File: config.mk
export PLATFORM = sky130hd
export DESIGN_NAME = wblc_cell
export DESIGN_NICKNAME = d
export VERILOG_FILES = /design/src/hw/rtl/wblc_pkg.sv /design/src/hw/rtl/wblc_cell.sv
export SDC_FILE = /design/constraint.sdc
export NUM_CORES = 1
export LEC_CHECK = 0
export ABC_AREA = 1
export BUFFER_PORTS_ARGS = -buffer_cell sky130_fd_sc_hd__buf_2
export CELL_PAD_IN_SITES_DETAIL_PLACEMENT = 0
export CELL_PAD_IN_SITES_GLOBAL_PLACEMENT = 1
export CORE_MARGIN = 10
export CORE_UTILIZATION = 31
export CTS_BUF_LIST = sky130_fd_sc_hd__clkbuf_4 sky130_fd_sc_hd__clkbuf_8
export DETAILED_ROUTE_END_ITERATION = 8
export PLACE_DENSITY_LB_ADDON = 0.15
export SYNTH_ARGS = -nofsm -noshare
export SYNTH_HDL_FRONTEND = slang
export SYNTH_SLANG_ARGS = --single-unit
File: constraint.sdc
create_clock -name clock -period 2.85 [get_ports clock]
set_clock_uncertainty 0.1 [all_clocks]
set_input_delay 0.1425 -clock clock [delete_from_list [all_inputs] [get_ports clock]]
set_output_delay 0.1425 -clock clock [all_outputs]
set_load 0.02 [all_outputs]
File: src/hw/rtl/wblc_pkg.sv
// wblc_pkg: shared types, codes and helpers for the write-back block cache
// no dependencies
`default_nettype none
package wblc_pkg;
   localparam int unsigned SLOTS_DEF = 16;

   localparam logic [2:0] CMD_READ   = 3'd0;
   localparam logic [2:0] CMD_WRITE  = 3'd1;
   localparam logic [2:0] CMD_FILL   = 3'd2;
   localparam logic [2:0] CMD_COMMIT = 3'd3;
   localparam logic [2:0] CMD_TOSS   = 3'd4;

   localparam logic [2:0] KIND_READ = 3'd0;
   localparam logic [2:0] KIND_DONE = 3'd1;
   localparam logic [2:0] KIND_ERR  = 3'd2;
   localparam logic [2:0] KIND_WB   = 3'd3;
   localparam logic [2:0] KIND_FREQ = 3'd4;

   localparam logic [0:0] REG_BLOCK_SIZE   = 1'd0;
   localparam logic [0:0] REG_HEADER_BYTES = 1'd1;

   typedef struct packed {
      logic [31:0] tag;
      logic        dirty;
      logic [63:0] data;
   } entry_type;

   // per-cycle command to every cell of the chain
   typedef struct packed {
      logic        shift;     // take entry from left neighbor if at or left of hit
      logic        hit_valid; // a hit position bounds the shift
      logic        clr_dirty; // clear every dirty mark
      logic        clr_all;   // empty every cell
      logic        upd;       // overwrite the selected cell in place
      entry_type   upd_entry;
   } chain_ctl_type;

   typedef enum logic [2:0] {
      ST_IDLE, ST_SEARCH, ST_EXEC, ST_COMMIT, ST_OUT
   } state_type;

   function automatic logic [63:0] size_mask(input logic [3:0] size);
      logic [63:0] m;
      m = '0;
      for (int b = 0; b < 8; b++) begin
         if (size > 4'(b)) m[b*8 +: 8] = 8'hff;
      end
      return m;
   endfunction
endpackage
`default_nettype wire

File: src/hw/rtl/wblc_cell.sv
// wblc_cell: one entry of the move-to-front chain, compares its tag locally
// depends on wblc_pkg
`default_nettype none
module wblc_cell (
   input  wire                      clock,
   input  wire                      reset,
   input  wire wblc_pkg::chain_ctl_type ctl,
   input  wire                      at_or_left_hit, // this cell lies at or before the hit
   input  wire                      is_hit,
   input  wire wblc_pkg::entry_type left_entry,
   output wblc_pkg::entry_type      entry,
   input  wire  [31:0]              key,
   output logic                     match
);
   import wblc_pkg::*;

   entry_type entry_ff, entry_in;

   assign entry = entry_ff;
   assign match = (entry_ff.tag == key);

   // shift toward the back up to the hit cell, or clear, or update in place
   always_comb begin
      entry_in = entry_ff;
      if (ctl.clr_all) begin
         entry_in = '0;
      end else if (ctl.clr_dirty) begin
         entry_in.dirty = 1'b0;
      end else if (ctl.shift && (!ctl.hit_valid || at_or_left_hit) && !is_hit) begin
         entry_in = left_entry;
      end else if (ctl.upd && is_hit) begin
         entry_in = ctl.upd_entry;
      end
   end

   always_ff @(posedge clock) begin
      if (reset) entry_ff <= '0;
      else       entry_ff <= entry_in;
   end
endmodule
`default_nettype wire
==> impl_results.md <==
- Via count: 6,682
- Drt total wl: 21,100 µm
- Post-synth top area share: 0.326
- Worst EP arrival: 1590 ps
- Slew HR: 0.542
- # rows: 50
- Library cells used by synthesis: 19
- Total CTS buffers: 9
- Total GRT Usage: 0.160
- Critical path class: register to output pin
- Cell mode on critical path: nand2_1
- Setup-failing EPs final: 0
- Clock Sinks: 97
- Hold WS: 13.6 ps
- H-Tree Depth: 3
- Synth cell count leaders: nand2_1 (388), inv_1 (223), nor2_1 (213), dfxtp_1 (97), o21ai_0 (96)
- Antenna violations before repair: 3
- Max FFs per register: 97
- Sequential share of the synthesized area: 0.326
- Vias per inst: 4.02
- Core ar.: 18,800 µm²
- Port Buffer Count: 332
- # DRC: 0
- Setup TNS: 0 ps
- Worst EP required: 2610 ps
- DR pass1 iterations: 4
- Endpoints failing hold: 0
- Area growth syn-to-layout: 39.5%
- RSZ-0062 raised after global routing: false
- Yosys reg bits: 97
- Largest net degree at the start of global routing: 194
- Top FF cell, synth: dfxtp_1
- Die height: 159 µm
- FILL cells: 2,089
- Top cells by area, synth: dfxtp_1 (33%), nand2_1 (24%), inv_1 (14%)
- CTS tree: built
- Leak: 0.00525 µW
- Starting DRT DRC Count: 328
- PD cells: 377 nW/µm²
- Yosys warning count: 0
- Die area: 25,100 µm²
- DR WL/cell: 12.7 µm
- Hpwl dp: 16,300 µm
- Startpoint types: register
- GPL Wtd Cong: 0.780
- Place WS: 1080 ps
- Crit path max fanout: 3
- Peak Freq: 545 MHz
- Share of layout cells above drive strength 1: 0.252
- Status: completed
- Post-route ant nets: 0
- Area after DPL: 7660 µm²
- Slew @ Worst Pin: 687 ps
- Worst path slowest cell: dfxtp_1
- Final min period: 1840 ps
- Max Buffers Root-to-Sink: 2
- Syn Inst Count: 1,081
- HP Class: input pin to register
- Synth Area per Inst: 5.51 µm²
- Initial Util: 0.317
- Syn Nets: 1,316
- Fin nets: 1,656
- Global route total overflow: 0
- Clock latency on the worst-skew pair: 360 ps
- I/O pins: 333
- Post-synth EDFFs: 0
- Worst-path clk slew: 100 ps
- First-pass GRT wire length: 32,200 µm
- Area leader, netlist: dfxtp_1
- Finished Cell Area: 8300 µm²
- Synthesized area: 5950 µm²
- CP Capture Type: output pin
- Root buf cell: clkbuf_8
- Most common cell in the netlist: nand2_1
- Share of async-settable or async-resettable flops after synthesis: 0
- Worst Slack Setup Final: 1010 ps
- Postcts setup bufs: 0
- VDD IR-drop max: 0.177 mV
- Die width: 159 µm
- Final Cycle Share: 0.644
- Slowest stage delay, CP: 350 ps
- Number of global-route vias before repair: 6,472
- Max-slew violations: 0
- Number of max-cap violations: 0
- Worst path cell trace: inv_1 > nand2_1 > nand2_1 > nor2_1 > nand2_1 > nor2_1 > nand2_1 > nor2_1 > buf_2
[repair_timing]
action	in CTS	in global routing
hold endpoints to repair	42	0
endpoints found under the setup margin	0	0
resized for setup	0	0
hold buffers	43	0
[cell usage in the layout, fill, tap and decap left out, types with 4 or more instances in the layout]
cell type | synthesis | routed
buf_2 | 12 | 332
nor2_1 | 213 | 213
dlygate4sd3_1 | 0 | 43
inv_1 | 223 | 223
clkbuf_4 | 0 | 4
dfxtp_1 | 97 | 97
nand2_1 | 388 | 388
clkbuf_8 | 0 | 10
o21ai_0 | 96 | 96
[layout make-up]
| class | instances | area, µm² | share of cell area |
|---|---|---|---|
| multi-input combinational | 708 | 2840 | 0.342 |
| timing repair buffer | 381 | 2170 | 0.262 |
| sequential | 97 | 1940 | 0.234 |
| inverter | 224 | 841 | 0.101 |
| tap | 234 | 293 | 0.0353 |
| clock buffer | 14 | 168 | 0.0202 |
| clock inverter | 2 | 37.5 | 0.00452 |
| antenna | 2 | 5.00 | 0.000603 |
[worst paths after layout]
kind / start / end / slack, ps / cells past startpoint
setup / recovery: entry[70] / match / 1010 / 9
hold / removal: ctl[93] / entry[93] / 10 / 5
setup reg to reg: entry[81] / entry[81] / 2050 / 4
hold reg to reg: entry[5] / entry[5] / 410 / 4
[critical path: cells and delay by family (launching register included)]
family | cells | cell delay, ps
buffers and inverters | 2 | 240
AND/OR/NAND/NOR | 7 | 630
flip-flops | 1 | 350
[metal layers]
layer / vias to the layer above / share of wire / track usage
met1: 2706 / 0.40 / 0.174
li1: 3762 / - / -
met4: 2 / 0.012 / 0.0454
met5: - / 0.00062 / 0
met3: 17 / 0.098 / 0.0599
met2: 195 / 0.49 / 0.286
[cell families (layout without fill, tap and decap cells)]
family	Yosys count	count (layout)	share of synthesized area
compound gates	97	97	0.0818
xor+xnor	3	3	0.00442
buf+inv	276	621	0.200
flops	97	97	0.326
other cells	0	2	0
simple gates	608	608	0.388
[per-stage QoR]
step	util	power [µW]	cells
after floorplan	-	1900	1081
after global placement	0.408	2170	1601
after detailed placement	0.408	2170	1601
after CTS	0.442	3190	1660
after global routing	0.442	3350	1662
final	0.442	3130	1662
[power breakdown]
group / switching, µW / leakage, µW / total, µW / internal, µW
clock network: 479 / 0.000105 / 950 / 471
registers: 25.1 / 0.000788 / 1430 / 1400
logic: 427 / 0.00436 / 753 / 327
Power figures use the tool's default switching activity.
